===== src/sv/pbps_pkg.sv =====
`default_nettype none

package pbps_pkg;

    // Width of each configuration register
    localparam int CFG_WIDTH = 24;

    // Register reset values, in ticks
    localparam logic [CFG_WIDTH-1:0] FIRST_PULSE_RESET = 24'd32000;
    localparam logic [CFG_WIDTH-1:0] GAP_RESET         = 24'd3968000;
    localparam logic [CFG_WIDTH-1:0] WAKE_PULSE_RESET  = 24'd200000;

    // Configuration register indexes
    typedef enum logic [1:0] {
        REG_FIRST_PULSE = 2'd0,
        REG_GAP         = 2'd1,
        REG_WAKE_PULSE  = 2'd2,
        REG_NONE        = 2'd3
    } cfg_index_t;

    // Event kinds
    typedef enum logic [1:0] {
        MODE_TICK   = 2'd0,
        MODE_BUTTON = 2'd1,
        MODE_LID    = 2'd2,
        MODE_INIT   = 2'd3
    } mode_t;

    // Sequencer states
    typedef enum logic [3:0] {
        S_IDLE     = 4'd0,
        S_PRESSED  = 4'd1,
        S_T0       = 4'd2,
        S_T1       = 4'd3,
        S_HELD     = 4'd4,
        S_LID      = 4'd5,
        S_RELEASED = 4'd6,
        S_EAT      = 4'd7,
        S_INITON   = 4'd8,
        S_KBRESET  = 4'd9,
        S_WASOFF   = 4'd10
    } seq_state_t;

endpackage

`default_nettype wire


===== src/sv/power_button_pulse_sequencer.sv =====
`default_nettype none

// Power button pulse sequencer. Each transfer on the input channel carries one
// event (tick, button change, lid change or init) and yields exactly one result
// transfer with the chipset line level, a line-driven flag, a one-item wake
// request, the host button and lid bits, the sequencer state and a timer-busy
// flag. One event is taken every clock cycle while the result channel does not
// stall. The event sits in the input register, and the state update writes the
// result register once the result slot is free. The rate is set by that single
// update stage. When the result register is full and not taken, the input
// register holds and the input stalls. Configuration registers (t0 pulse, t1
// gap, wake pulse, in ticks) are written through their own port; the user must
// write them only while no event is in flight, which the block does not enforce;
// a value that does not fit in TIMER_WIDTH bits loads the timer at its maximum.
module power_button_pulse_sequencer
    import pbps_pkg::*;
#(
    parameter int TIMER_WIDTH = 24
) (
    input  wire logic                 clk,
    input  wire logic                 rst_n,
    // configuration write channel
    input  wire logic                 cfg_valid,
    output logic                      cfg_ready,
    input  wire logic [1:0]           cfg_index,
    input  wire logic [CFG_WIDTH-1:0] cfg_data,
    // event channel
    input  wire logic                 in_valid,
    output logic                      in_ready,
    input  wire logic [1:0]           mode,
    input  wire logic                 button_down,
    input  wire logic                 chipset_off,
    input  wire logic                 chipset_on,
    input  wire logic                 battery_low,
    input  wire logic                 charger_initializing,
    input  wire logic                 lid_open,
    input  wire logic                 jumped_image,
    input  wire logic                 stay_off,
    input  wire logic                 reset_pin_boot,
    // result channel
    output logic                      out_valid,
    input  wire logic                 out_ready,
    output logic                      line_high,
    output logic                      line_written,
    output logic                      wake_request,
    output logic                      button_flag,
    output logic                      lid_flag,
    output logic [3:0]                seq_state,
    output logic                      timer_busy
);

    typedef struct packed {
        logic [1:0] mode;
        logic       btn;
        logic       off;
        logic       on;
        logic       batt_low;
        logic       chg_init;
        logic       lid;
        logic       jumped;
        logic       stay;
        logic       pin_boot;
    } event_t;

    // configuration registers
    logic [CFG_WIDTH-1:0]   first_pulse_reg;
    logic [CFG_WIDTH-1:0]   gap_reg;
    logic [CFG_WIDTH-1:0]   wake_pulse_reg;
    logic [TIMER_WIDTH-1:0] first_load;
    logic [TIMER_WIDTH-1:0] gap_load;
    logic [TIMER_WIDTH-1:0] wake_load;

    // input register
    logic   ev_valid_reg;
    event_t ev_reg;
    logic   advance;

    // sequencer state
    seq_state_t             state_reg, state_next;
    logic [TIMER_WIDTH-1:0] ticks_reg, ticks_next;
    logic                   level_reg, level_next;
    logic                   pressed_reg, pressed_next;
    logic                   lid_reg, lid_next;
    logic                   wrote_next;
    logic                   wake_next;

    // result register
    logic out_valid_reg;

    assign cfg_ready = 1'b1;

    // take configuration writes; unknown indexes are dropped
    always_ff @(posedge clk or negedge rst_n)
    begin
        if (!rst_n)
        begin
            first_pulse_reg <= FIRST_PULSE_RESET;
            gap_reg         <= GAP_RESET;
            wake_pulse_reg  <= WAKE_PULSE_RESET;
        end
        else if (cfg_valid)
        begin
            case (cfg_index_t'(cfg_index))
                REG_FIRST_PULSE: first_pulse_reg <= cfg_data;
                REG_GAP:         gap_reg         <= cfg_data;
                REG_WAKE_PULSE:  wake_pulse_reg  <= cfg_data;
                default:         ;
            endcase
        end
    end

    // timer load values, saturated to the timer width
    generate
        if (TIMER_WIDTH >= CFG_WIDTH)
        begin : g_load_wide
            assign first_load = TIMER_WIDTH'(first_pulse_reg);
            assign gap_load   = TIMER_WIDTH'(gap_reg);
            assign wake_load  = TIMER_WIDTH'(wake_pulse_reg);
        end
        else
        begin : g_load_narrow
            assign first_load = (|first_pulse_reg[CFG_WIDTH-1:TIMER_WIDTH]) ?
                                {TIMER_WIDTH{1'b1}} : first_pulse_reg[TIMER_WIDTH-1:0];
            assign gap_load   = (|gap_reg[CFG_WIDTH-1:TIMER_WIDTH]) ?
                                {TIMER_WIDTH{1'b1}} : gap_reg[TIMER_WIDTH-1:0];
            assign wake_load  = (|wake_pulse_reg[CFG_WIDTH-1:TIMER_WIDTH]) ?
                                {TIMER_WIDTH{1'b1}} : wake_pulse_reg[TIMER_WIDTH-1:0];
        end
    endgenerate

    // the update stage advances when an event waits and the result slot is free
    assign advance  = ev_valid_reg && (!out_valid_reg || out_ready);
    assign in_ready = !ev_valid_reg || advance;

    // hold the accepted event
    always_ff @(posedge clk or negedge rst_n)
    begin
        if (!rst_n)
        begin
            ev_valid_reg <= 1'b0;
        end
        else if (in_ready)
        begin
            ev_valid_reg <= in_valid;
        end
    end

    always_ff @(posedge clk)
    begin
        if (in_ready && in_valid)
        begin
            ev_reg <= '{mode: mode, btn: button_down, off: chipset_off, on: chipset_on,
                        batt_low: battery_low, chg_init: charger_initializing,
                        lid: lid_open, jumped: jumped_image, stay: stay_off,
                        pin_boot: reset_pin_boot};
        end
    end

    // apply the event, count down, then make at most one timed transition
    always_comb
    begin
        logic forced;
        state_next   = state_reg;
        ticks_next   = ticks_reg;
        level_next   = level_reg;
        pressed_next = pressed_reg;
        lid_next     = lid_reg;
        wrote_next   = 1'b0;
        wake_next    = 1'b0;
        forced       = (state_reg == S_KBRESET) || (state_reg == S_INITON) ||
                       (state_reg == S_LID) || (state_reg == S_WASOFF);

        case (mode_t'(ev_reg.mode))
            MODE_BUTTON:
            begin
                if (!forced)
                begin
                    if (ev_reg.btn)
                    begin
                        state_next   = S_PRESSED;
                        ticks_next   = '0;
                        pressed_next = 1'b1;
                    end
                    else if (state_reg == S_EAT)
                    begin
                        state_next = S_IDLE;
                    end
                    else
                    begin
                        state_next   = S_RELEASED;
                        ticks_next   = '0;
                        pressed_next = 1'b0;
                    end
                end
            end
            MODE_LID:
            begin
                lid_next = ev_reg.lid;
                if (ev_reg.lid && ev_reg.off)
                begin
                    wake_next  = 1'b1;
                    level_next = ev_reg.batt_low;
                    wrote_next = 1'b1;
                    state_next = S_LID;
                    ticks_next = wake_load;
                end
            end
            MODE_INIT:
            begin
                state_next   = S_IDLE;
                ticks_next   = '0;
                pressed_next = 1'b0;
                lid_next     = ev_reg.lid;
                if (ev_reg.jumped && ev_reg.on)
                begin
                    if (ev_reg.btn)
                    begin
                        pressed_next = 1'b1;
                        level_next   = ev_reg.batt_low;
                        wrote_next   = 1'b1;
                    end
                end
                else if (ev_reg.stay)
                begin
                    level_next = 1'b1;
                    wrote_next = 1'b1;
                    state_next = ev_reg.btn ? S_EAT : S_IDLE;
                end
                else
                begin
                    state_next = S_INITON;
                end
            end
            default:
            begin
                if (ticks_reg != '0)
                begin
                    ticks_next = ticks_reg - 1'b1;
                end
            end
        endcase

        // timed transition once the countdown has run out
        if (ticks_next == '0)
        begin
            case (state_next)
                S_PRESSED:
                begin
                    if (ev_reg.off)
                    begin
                        wake_next  = 1'b1;
                        ticks_next = wake_load;
                        state_next = S_WASOFF;
                    end
                    else
                    begin
                        ticks_next = first_load;
                        state_next = S_T0;
                    end
                    level_next = ev_reg.batt_low;
                    wrote_next = 1'b1;
                end
                S_T0:
                begin
                    ticks_next = gap_load;
                    state_next = S_T1;
                    level_next = 1'b1;
                    wrote_next = 1'b1;
                end
                S_T1:
                begin
                    if (!ev_reg.off)
                    begin
                        level_next = ev_reg.batt_low;
                        wrote_next = 1'b1;
                    end
                    state_next = S_HELD;
                end
                S_RELEASED, S_LID:
                begin
                    level_next = 1'b1;
                    wrote_next = 1'b1;
                    state_next = S_IDLE;
                end
                S_INITON:
                begin
                    if (!ev_reg.chg_init)
                    begin
                        wake_next  = 1'b1;
                        level_next = ev_reg.batt_low;
                        wrote_next = 1'b1;
                        ticks_next = wake_load;
                        if (ev_reg.btn)
                        begin
                            pressed_next = 1'b1;
                            state_next   = ev_reg.pin_boot ? S_KBRESET : S_WASOFF;
                        end
                        else
                        begin
                            state_next = S_RELEASED;
                        end
                    end
                end
                S_KBRESET:
                begin
                    level_next = 1'b1;
                    wrote_next = 1'b1;
                    state_next = ev_reg.btn ? S_EAT : S_IDLE;
                end
                S_WASOFF:
                begin
                    if (ev_reg.btn)
                    begin
                        state_next = S_HELD;
                    end
                    else
                    begin
                        state_next   = S_RELEASED;
                        pressed_next = 1'b0;
                    end
                end
                default: ;
            endcase
        end
    end

    // sequencer state registers
    always_ff @(posedge clk or negedge rst_n)
    begin
        if (!rst_n)
        begin
            state_reg   <= S_IDLE;
            ticks_reg   <= '0;
            level_reg   <= 1'b1;
            pressed_reg <= 1'b0;
            lid_reg     <= 1'b0;
        end
        else if (advance)
        begin
            state_reg   <= state_next;
            ticks_reg   <= ticks_next;
            level_reg   <= level_next;
            pressed_reg <= pressed_next;
            lid_reg     <= lid_next;
        end
    end

    // result register valid
    always_ff @(posedge clk or negedge rst_n)
    begin
        if (!rst_n)
        begin
            out_valid_reg <= 1'b0;
        end
        else if (advance)
        begin
            out_valid_reg <= 1'b1;
        end
        else if (out_ready)
        begin
            out_valid_reg <= 1'b0;
        end
    end

    // result payload
    always_ff @(posedge clk)
    begin
        if (advance)
        begin
            line_high    <= level_next;
            line_written <= wrote_next;
            wake_request <= wake_next;
            button_flag  <= pressed_next;
            lid_flag     <= lid_next;
            seq_state    <= state_next;
            timer_busy   <= (ticks_next != '0);
        end
    end

    assign out_valid = out_valid_reg;

endmodule

`default_nettype wire


===== config.mk =====
export PLATFORM = sky130hd
export DESIGN_NAME = power_button_pulse_sequencer
export DESIGN_NICKNAME = d
export VERILOG_FILES = /design/src/sv/pbps_pkg.sv /design/src/sv/power_button_pulse_sequencer.sv
export SDC_FILE = /design/constraint.sdc
export NUM_CORES = 1
export LEC_CHECK = 0
export ABC_AREA = 1
export BUFFER_PORTS_ARGS = -buffer_cell sky130_fd_sc_hd__buf_4
export CAP_MARGIN = 15
export CELL_PAD_IN_SITES_DETAIL_PLACEMENT = 2
export CELL_PAD_IN_SITES_GLOBAL_PLACEMENT = 2
export CORE_MARGIN = 1
export CORE_UTILIZATION = 34
export DETAILED_ROUTE_END_ITERATION = 6
export GPL_TIMING_DRIVEN = 0
export PLACE_DENSITY_LB_ADDON = 0.1
export SLEW_MARGIN = 0
export SYNTH_ARGS = -nofsm -noshare
export SYNTH_HDL_FRONTEND = slang
export SYNTH_SLANG_ARGS = --single-unit

===== constraint.sdc =====
create_clock -name clk -period 2.8 [get_ports clk]
set_input_delay 0.28 -clock clk [delete_from_list [all_inputs] [get_ports clk]]
set_output_delay 0.28 -clock clk [all_outputs]
set_load 0.02 [all_outputs]

==> impl_metrics.yaml, run 1 <==
status:
  outcome: "aborted with a tool error"
  haltStage: "5_1_grt"
  tool.error: "[ERROR DPL-0033] detailed placement checks failed during check placement."
floorplanning:
  initial_core_util: 0.346
  die_h_um: 162
  fp-row-count: 58
  die_w_um: 162
  top_level_ports: 55
synthesis:
  synthMuxAreaShare: 0
  yosysSeqAreaShare: 0.377
  yosys-top-cells-area: "dfrtp_1, nand2_1, o21ai_0"
  synth_fa_ha_area_frac: 0.00287
  ys_seq_elements: 126
  yosys.area_share.simple: 0.413
  synth_compound_area_frac: 0.114
  synthArstFlopShare: 0.833
  yosysMostFrequentCell: "nand2_1"
  ys_warn_count: 0
  yosysUniqueCellTypes: 37
  synth-xor-area-share: 0
  synth_nets: 1371
  synth_edf_count: 21
  synth_cells: 1327
  syn_avg_cell_area_um2: 6.56
  synthesis.area_um2: 8710
  synthFlopType: "dfrtp_1"
  synthTopCellsByCount: "nand2_1, o21ai_0, nand3_1"
  synth_top_family_by_area: "simple AND/OR/NAND/NOR gates"
  yosysTopAreaCell: "dfrtp_1"
  synth.top_cell.area_share: 0.244
placed_design:
  pre_cts_ws_ns: -0.761
  dp_hpwl_um: 30800
  gp_congestion: 0.844
  io_buffers: 53
  dp_cells: 1711
sta:
  crit_endpoint: "timer_busy$_DFFE_PP_/D"
  worst-ep-kind: "register input"
global_route:
  grt_max_degree: 72
  grt_antenna_before_repair: 2
clock_tree:
  clock_sinks: 126
  cts_root_buf: "clkbuf_16"
  clockBufferDepth: 2
  cts_inserted_buffers: 17
  cts_max_level: 4
what timing repair did:
item	4_1_cts
hold buffers	1
cloned	5
buffers inserted	90
endpoints found under the setup margin	39
resized for setup	240
endpoints found under the hold margin	33
pin swaps	86
stage by stage:
stage          cell area [µm²]  hold slack, ns  setup TNS [ns]
3_3_place_gp              9520           0.458          -14.14
3_5_place_dp              9550           0.302          -18.42
4_1_cts                  11800        0.000812         -0.0545
2_1_floorplan             8710         -0.0156               0
kinds of logic after synthesis:
logic type	count (synthesis)
buffers and inverters	189
other	1
adders and majority gates	2
AOI/OAI and AO/OA	187
DFF	126
and+or+nand+nor	822
==> inputs of run 2 (changes only) <==
--- a/config.mk
+++ b/config.mk
@@ -8,13 +8,11 @@
 export ABC_AREA = 1
 export BUFFER_PORTS_ARGS = -buffer_cell sky130_fd_sc_hd__buf_4
 export CAP_MARGIN = 15
-export CELL_PAD_IN_SITES_DETAIL_PLACEMENT = 2
-export CELL_PAD_IN_SITES_GLOBAL_PLACEMENT = 2
 export CORE_MARGIN = 1
-export CORE_UTILIZATION = 34
+export CORE_UTILIZATION = 25
 export DETAILED_ROUTE_END_ITERATION = 6
 export GPL_TIMING_DRIVEN = 0
-export PLACE_DENSITY_LB_ADDON = 0.1
+export PLACE_DENSITY_LB_ADDON = 0.15
 export SLEW_MARGIN = 0
 export SYNTH_ARGS = -nofsm -noshare
 export SYNTH_HDL_FRONTEND = slang
==> impl_metrics.yaml, run 2 <==
synthesis:
  synthesis.area_um2: 8710
  syn_avg_cell_area_um2: 6.56
  ys_warn_count: 0
  synthTopCellsByCount: "nand2_1, o21ai_0, nand3_1"
  synth_cells: 1327
  yosysTopAreaCell: "dfrtp_1"
  synthFlopType: "dfrtp_1"
  synth_nets: 1371
  ys_seq_elements: 126
  yosysMostFrequentCell: "nand2_1"
  yosysSeqAreaShare: 0.377
  synthArstFlopShare: 0.833
  yosys-top-cells-area: "dfrtp_1, nand2_1, o21ai_0"
  synth.top_cell.area_share: 0.244
  yosysUniqueCellTypes: 37
  synth_edf_count: 21
clock_tree:
  cts_inserted_buffers: 17
  clkLatencyLatePin_ns: 0.44
  cts_tree: "built"
  clk_pin_slew_ns: 0.06
  cts_max_level: 4
  cts_root_buf: "clkbuf_16"
  clock_sinks: 126
  clockBufferDepth: 2
floorplanning:
  top_level_ports: 55
  coreArea_um2: 33900
  die_h_um: 189
  die_w_um: 189
  dieArea_um2: 35600
  fp-row-count: 67
  initial_core_util: 0.257
finish:
  drive_gt1_frac: 0.320
  area_growth_pct: 42.8
  antenna_cells: 0
  final_common_cell: "nand2_1"
  final_cell_mix: "nand2_1, buf_4, o21ai_0"
  nets: 1563
sta:
  finClkSkew_ns: 0.0149
  setup_viol: 3
  max_clock_freq_ghz: 0.342
  worstMarginPinSlew_ns: 1.12
  worst_slack_ns: -0.128
  rsz0062_at_grt: "yes"
  hold_viol: 0
  min_period_ns: 2.93
  finalSetupTns_ns: -0.151
  fin_crit_sh: 1.05
  slew_violations: 0
  slew_headroom: 0.254
critical_path:
  r2r_start: "ev_reg[10]$_DFFE_PP_"
  cp.arrival_ns: 3.08
  r2r_cells: 21
  startpoint_type: "flip-flop"
  required_ns: 2.95
  startpoint: "ev_reg[10]$_DFFE_PP_"
  cp_max_fo: 6
  worstSetupEndpoint: "timer_busy$_DFFE_PP_"
  crit_path_end_kind: "flip-flop"
  path_class: "reg -> reg"
  r2r-end: "timer_busy$_DFFE_PP_"
  r2r_slack_ns: -0.13
route:
  wl_um: 35800
  wl_per_cell_um: 18.1
  avgViaCountPerCell: 4.76
  drt_iter0_markers: 748
  dr_wl_met3_um: 1500
  drc: 0
  wl_met1_um: 17300
  vias: 9431
  ant_nets: 0
  top_layer_used: "met4"
  drtPass1Iterations: 5
  wl_met2_um: 16000
job:
  maxCapViolCount: 0
pwr:
  p_total_uw: 10100
  vdd_drop_max_uv: 415
  cellPowerDensity_nw_per_um2: 809
  p_leak_uw: 0.00596
placed_design:
  gp_congestion: 0.897
  dp_hpwl_um: 26300
  io_buffers: 53
  pre_cts_ws_ns: -0.719
global_route:
  grt_use_total: 0.202
  overflow: 0
  grt_pass1_vias: 8950
  grt_max_degree: 62
  grt_pass1_wl_um: 54300
  grt_antenna_before_repair: 0
status:
  violations: "negative setup slack"
  outcome: "finished, violations left"
worst_hold_path:
  worstHoldPathType: "in -> reg"
==> run 2: cell counts after synthesis <==
No cell type changed its count.
==> run 2: worst min path at each step <==
stage,from,to,slack (ns),depth (start not counted)
floorplan,rst_n,ev_valid_reg$_DFFE_PN0N_,-0.02,0
global placement,jumped_image,ev_reg[2]$_DFFE_PP_,0.46,1
detailed placement,rst_n,first_load[1]$_DFFE_PN0P_,0.25,1
CTS,lid_open,ev_reg[3]$_DFFE_PP_,0.0003,1
global route,lid_open,ev_reg[3]$_DFFE_PP_,0.01,1
finish,lid_open,ev_reg[3]$_DFFE_PP_,0.02,1
==> run 2: what timing repair did <==
action                                  in CTS  in global routing
pin swaps                                   53                 93
hold endpoints to repair                    47                  0
endpoints found under the setup margin      39                 37
hold buffers                                 5                  0
gates cloned                                 4                  5
gates resized for setup                    174                150
setup buffers                               58                 49
==> run 2: metal layers <==
layer / GRT usage / up-vias
li1: - / 4665
met1: 0.290 / 4447
met2: 0.308 / 271
met3: 0.0276 / 48
met4: 0.0673 / 0
met5: 0 / -
==> run 2: cell type report <==
class / count / area, µm²
tap: 448 / 561
buffer: 59 / 443
sequential: 126 / 3300
inverter: 130 / 510
clock buffer: 17 / 425
timing repair buffer: 172 / 1530
multi-input combinational: 1013 / 5510
clock inverter: 15 / 161
fill: 3684 / 21400
==> run 2: per-stage QoR <==
step	utilization	cell area, µm²	cells	hold WS (ns)
detailed placement	0.286	9700	1829	0.255
finish	0.367	12400	1980	0.0248
global placement	0.285	9670	1828	0.460
CTS	0.337	11400	1927	0.000274
global route	0.367	12400	1980	0.0111
floorplan	-	8710	1327	-0.0156
==> run 2: worst max-delay path, stage by stage, from the launching register on <==
cell	delay, ns
edfxtp_1	0.38
buf_6	0.16
nand2_1	0.08
inv_2	0.05
nand3b_1	0.19
nand2_1	0.09
nor2_1	0.10
nand2_1	0.09
nand2_4	0.14
buf_6	0.12
nor2_4	0.03
nand2_2	0.10
inv_4	0.07
buf_8	0.13
o211ai_1	0.12
nand3_2	0.16
nand2_4	0.11
nand2_4	0.06
nor2_4	0.13
nand2_1	0.07
nor2_1	0.08
nand3_1	0.14
==> run 2: logic make-up (layout without fill, tap and decap cells) <==
logic type	Yosys count	in the layout	share of synthesized area
other	1	1	0.000431
buffers and inverters	189	393	0.0925
AND/OR/NAND/NOR	822	823	0.413
adder cells (fa/ha/maj)	2	2	0.00287
AO/OA/AOI/OAI	187	187	0.114
flip-flops	126	126	0.377
==> run 2: report_power, final <==
group          switching (µW)  leakage [µW]  internal (µW)  total, µW
combinational            3140       0.00420           1980       5130
sequential                406       0.00148           2270       2680
clock                     936      0.000285           1320       2260
No activity file was read; power rests on OpenSTA's default activity.
==> inputs of run 3 (changes only) <==
--- a/config.mk
+++ b/config.mk
@@ -13,6 +13,7 @@
 export DETAILED_ROUTE_END_ITERATION = 6
 export GPL_TIMING_DRIVEN = 0
 export PLACE_DENSITY_LB_ADDON = 0.15
+export REMOVE_ABC_BUFFERS = 1
 export SLEW_MARGIN = 0
 export SYNTH_ARGS = -nofsm -noshare
 export SYNTH_HDL_FRONTEND = slang
==> impl_metrics.yaml, run 3 (synthesis gave the netlist of run 2 again) <==
status:
  outcome: "finished, violations left"
  violations: "negative setup slack"
clock_tree:
  clock_sinks: 126
  cts_max_level: 4
  cts_tree: "built"
  cts_inserted_buffers: 17
  clockBufferDepth: 2
  clk_pin_slew_ns: 0.06
  clkLatencyLatePin_ns: 0.43
  cts_root_buf: "clkbuf_16"
worst_hold_path:
  worstHoldPathType: "in -> reg"
placed_design:
  dp_cells: 1777
  io_buffers: 53
  pre_cts_ws_ns: -2.22
  dp_hpwl_um: 21600
  gp_congestion: 0.919
global_route:
  grt_use_total: 0.195
  gr-usage-met1: 0.259
  grt_pass1_vias: 8926
  grt-busiest-layer: "met2"
  grt_use_met2: 0.321
  overflow: 0
  grt_max_degree: 58
  grt_antenna_before_repair: 0
  grt_use_met3: 0.0311
  grt_pass1_wl_um: 52800
floorplanning:
  fp-row-count: 67
  coreArea_um2: 33900
  top_level_ports: 55
  dieArea_um2: 35600
  die_h_um: 189
  initial_core_util: 0.257
  die_w_um: 189
finish:
  antenna_cells: 0
  final_cell_mix: "nand2_1, buf_4, o21ai_0"
  nets: 1547
  final_common_cell: "nand2_1"
  drive_gt1_frac: 0.303
  area_growth_pct: 44.3
  fin_cells: 1964
  fillers: 3638
sta:
  hold_viol: 0
  max_clock_freq_ghz: 0.337
  slew_headroom: 0.573
  min_period_ns: 2.96
  setup_viol: 10
  finClkSkew_ns: 0.0146
  hold_slack_ns: 0.0251
  slew_violations: 0
  worstMarginPinSlew_ns: 0.638
  fin_crit_sh: 1.06
  worst_slack_ns: -0.164
  rsz0062_at_grt: "yes"
critical_path:
  crit_path_end_kind: "flip-flop"
  cp_slowest_cell: "dfrtp_2"
  cp.arrival_ns: 3.12
  cp_top_family: "simple AND/OR/NAND/NOR gates"
  path_class: "reg -> reg"
  cp_max_fo: 9
  required_ns: 2.96
  crit_chain: "inv_2 -> nand3_2 -> nand2_4 -> nand3_4 -> buf_4 -> nand3_4 -> nand2_1 -> nand2_1 -> inv_1 -> nand2_2 -> inv_1 -> nand2_1 -> nor2_2 -> nand2_2 -> nor2_4 -> buf_12 -> nand2_1 -> nand2_2 -> nor2_2 -> nand2_1 -> nor2_1 -> nand3_2"
  r2r_slack_ns: -0.16
  crit_buf_inv: 5
  cpMostUsedCell: "nand2_1"
  startpoint_type: "flip-flop"
  slowest_delay_ns: 0.44
route:
  ant_nets: 0
  drtPass1Iterations: 5
  wl_per_cell_um: 17.5
  drc: 0
  wl_um: 34400
  avgViaCountPerCell: 4.79
  drt_iter0_markers: 792
  vias: 9411
pwr:
  p_total_uw: 10200
  vdd_drop_max_uv: 551
  cellPowerDensity_nw_per_um2: 813
  p_leak_uw: 0.00602
job:
  maxCapViolCount: 0
## run 3: changes by cell type in the layout (fill, tap and decap cells not counted), sizes merged, moves of 3 or more
cell	change
buf	+4
clkbuf	-30
clkinvlp	+3
dlygate4sd3	+3
## run 3: power breakdown
group	internal, µW	switching, µW
Combinational	2030	3180
Sequential	2270	344
Clock	1490	907
Total	5790	4430
## run 3: area by class of cell
| cell class | count | area (µm²) | share of cell area |
|---|---|---|---|
| well taps | 448 | 561 | 0.0446 |
| inverters | 130 | 532 | 0.0423 |
| multi-input cells | 1019 | 5360 | 0.427 |
| repair inverters | 2 | 13.8 | 0.00110 |
| clock inverters | 14 | 191 | 0.0152 |
| flip-flops and latches | 126 | 3290 | 0.262 |
| clock buffers | 18 | 429 | 0.0342 |
| repair buffers | 207 | 2180 | 0.174 |
## run 3: worst register-to-register path, stage by stage (launching register included)
cell	delay, ns
dfrtp_2	0.44
inv_2	0.11
nand3_2	0.11
nand2_4	0.15
nand3_4	0.11
buf_4	0.17
nand3_4	0.12
nand2_1	0.07
nand2_1	0.06
inv_1	0.05
nand2_2	0.11
inv_1	0.09
nand2_1	0.08
nor2_2	0.06
nand2_2	0.15
nor2_4	0.07
buf_12	0.15
nand2_1	0.07
nand2_2	0.09
nor2_2	0.12
nand2_1	0.06
nor2_1	0.14
nand3_2	0.12
## run 3: path summary, 6_finish.rpt
path                                            from                    endpoint  cells after the start
setup / recovery            state_reg[3]$_DFFE_PN0P_        timer_busy$_DFFE_PP_                     22
max in group asynchronous                      rst_n    gap_load[21]$_DFFE_PN1P_                      3
hold reg to reg            first_load[6]$_DFFE_PN0P_   first_load[6]$_DFFE_PN0P_                      2
setup reg to reg            state_reg[3]$_DFFE_PN0P_        timer_busy$_DFFE_PP_                     22
min in group asynchronous                      rst_n  first_load[19]$_DFFE_PN0P_                      2
hold / removal                              lid_open         ev_reg[3]$_DFFE_PP_                      1
## run 3: metal layers
metal | vias to the layer above | routed length (µm)
met5 | - | 0
met2 | 275 | 16100
met1 | 4438 | 15600
li1 | 4650 | -
met4 | 0 | 844
met3 | 48 | 1790
## run 3: timing repair
item | in CTS | in global routing
hold buffers | 2 | 6
buffers inserted | 104 | 31
gates cloned | 9 | 3
gates resized for setup | 170 | 64
setup endpoints to repair | 39 | 32
pin swaps | 71 | 41
hold endpoints to repair | 36 | 6
## run 3: through the flow
| stage | setup TNS (ns) | utilization | area (µm²) |
|---|---|---|---|
| after CTS | -0.164 | 0.353 | 11900 |
| after detailed placement | -56.47 | 0.283 | 9590 |
| after global placement | -111.74 | 0.276 | 9350 |
| after floorplan | -20.29 | - | 8390 |
| after global routing | -2.20 | 0.371 | 12600 |
| final | -0.486 | 0.371 | 12600 |
==> inputs of run 4 (changes only) <==
--- a/config.mk
+++ b/config.mk
@@ -6,11 +6,11 @@
 export NUM_CORES = 1
 export LEC_CHECK = 0
 export ABC_AREA = 1
-export BUFFER_PORTS_ARGS = -buffer_cell sky130_fd_sc_hd__buf_4
 export CAP_MARGIN = 15
 export CORE_MARGIN = 1
 export CORE_UTILIZATION = 25
 export DETAILED_ROUTE_END_ITERATION = 6
+export DONT_BUFFER_PORTS = 1
 export GPL_TIMING_DRIVEN = 0
 export PLACE_DENSITY_LB_ADDON = 0.15
 export REMOVE_ABC_BUFFERS = 1
==> constraint.sdc (replaced) <==
create_clock -name clk -period 3.3 [get_ports clk]
set_input_delay 0.33 -clock clk [delete_from_list [all_inputs] [get_ports clk]]
set_output_delay 0.33 -clock clk [all_outputs]
set_load 0.02 [all_outputs]
==> impl_metrics.yaml, run 4 (synthesis gave the netlist of run 2 again) <==
floorplanning:
  fp-row-count: 67
  die_h_um: 189
  dieArea_um2: 35600
  initial_core_util: 0.257
  die_w_um: 189
  coreArea_um2: 33900
  top_level_ports: 55
critical_path:
  r2r_start: "ticks_reg[10]$_DFFE_PN0P_"
  startpoint_type: "flip-flop"
  cpMostUsedCell: "nand2_1"
  cp_top_family: "simple AND/OR/NAND/NOR gates"
  path_class: "reg -> reg"
  crit_buf_inv: 3
  cp_slowest_cell: "dfrtp_1"
  cp.arrival_ns: 3.39
  r2r-end: "timer_busy$_DFFE_PP_"
  startpoint: "ticks_reg[10]$_DFFE_PN0P_"
  slowest_delay_ns: 0.40
  cp_max_fo: 6
  r2r_cells: 19
  required_ns: 3.60
  crit_chain: "nor2_1 -> nand2_1 -> nor2_4 -> buf_4 -> nand3_4 -> nand3_1 -> nand2_1 -> inv_1 -> nand2_1 -> nor2_1 -> nand2_2 -> nor2_4 -> buf_4 -> nand2_1 -> nand2_1 -> nor2_1 -> nand2_1 -> nor2_4 -> nand3_2"
  r2r_slack_ns: 0.20
  crit_path_end_kind: "flip-flop"
global_route:
  overflow: 0
  grt_use_total: 0.181
  grt_max_degree: 106
  grt_pass1_wl_um: 48900
  grt_pass1_vias: 8268
  grt_antenna_before_repair: 0
sta:
  slew_headroom: 0.310
  fin_crit_sh: 0.939
  hold_viol: 0
  max_clock_freq_ghz: 0.323
  setup_viol: 0
  worst_slack_ns: 0.201
  slew_violations: 0
  min_period_ns: 3.10
  worstMarginPinSlew_ns: 1.03
  finClkSkew_ns: 0.00902
finish:
  nets: 1400
  final_area_um2: 10700
  fin_cells: 1817
  area_growth_pct: 22.4
  antenna_cells: 0
  drive_gt1_frac: 0.152
  final_cell_mix: "nand2_1, o21ai_0, nand3_1"
  utilization: 0.315
  final_common_cell: "nand2_1"
clock_tree:
  clock_sinks: 126
  cts_tree: "built"
  clkLatencyLatePin_ns: 0.44
  cts_root_buf: "clkbuf_16"
  cts_inserted_buffers: 17
  cts_max_level: 4
  clk_pin_slew_ns: 0.06
  clockBufferDepth: 2
pwr:
  cellPowerDensity_nw_per_um2: 707
  p_leak_uw: 0.00506
  vdd_drop_max_uv: 457
placed_design:
  pre_cts_ws_ns: -1.64
  dp_hpwl_um: 21500
  placed_area_um2: 9150
  dp_cells: 1723
  io_buffers: 0
  gp_congestion: 0.895
route:
  wl_per_cell_um: 17.4
  vias: 8710
  drtPass1Iterations: 6
  drt_iter0_markers: 687
  avgViaCountPerCell: 4.79
  drc: 0
  ant_nets: 0
  wl_um: 31700
status:
  outcome: "completed"
worst_hold_path:
  hold_path_startpoint: "cfg_data[16]"
  worstHoldPathType: "in -> reg"
  min_to: "wake_load[16]$_DFFE_PN1P_"
  min_path_cells: 2
job:
  maxCapViolCount: 0
run 4: timing repair:
action / in CTS / in global routing
pin swaps: 9 / 14
endpoints found under the hold margin: 117 / 0
resized for setup: 41 / 41
cloned: 3 / 4
endpoints found under the setup margin: 39 / 9
buffers inserted: 26 / 15
hold buffers: 14 / 0
run 4: per-layer routing:
metal | track usage | vias up | share of wire
met5 | 0 | - | 0
met4 | 0.0608 | 0 | 0.026
met3 | 0.0356 | 54 | 0.040
met2 | 0.289 | 217 | 0.45
met1 | 0.243 | 4082 | 0.48
li1 | - | 4357 | -
run 4: cell type report:
cell class                      instances  area, µm²
Fill cell                            3768      23200
Multi-Input combinational cell       1019       4990
Sequential cell                       126       3280
Timing Repair Buffer                   62        703
Tap cell                              448        561
Inverter                              130        515
Clock buffer                           18        429
Clock inverter                         14        169
run 4: worst max-delay path by stage:
| stage | to | slack (ns) | depth (start not counted) |
|---|---|---|---|
| 2_1_floorplan | timer_busy$_DFFE_PP_ | -0.39 | 18 |
| 4_1_cts | timer_busy$_DFFE_PP_ | 0.00005 | 21 |
| 6_report | timer_busy$_DFFE_PP_ | 0.20 | 19 |
| 3_5_place_dp | timer_busy$_DFFE_PP_ | -1.64 | 18 |
| 5_1_grt | timer_busy$_DFFE_PP_ | -0.02 | 21 |
| 3_3_place_gp | timer_busy$_DFFE_PP_ | -3.18 | 18 |
run 4: per-stage QoR:
stage	power, µW	hold slack, ns	setup TNS, ns
after floorplan	4080	0.0344	-2.27
after detailed placement	4970	0.0428	-34.95
after CTS	7280	0.0269	0
final	7540	0.0430	0
after global routing	8050	0.0442	-0.0232
after global placement	4910	0.0432	-88.97
run 4: power by group:
group | total, µW | leakage (µW) | internal, µW | switching [µW]
combinational | 3310 | 0.00329 | 1050 | 2260
clock | 1970 | 0.000278 | 1190 | 788
sequential | 2250 | 0.00149 | 1920 | 327
total | 7540 | 0.00506 | 4160 | 3370
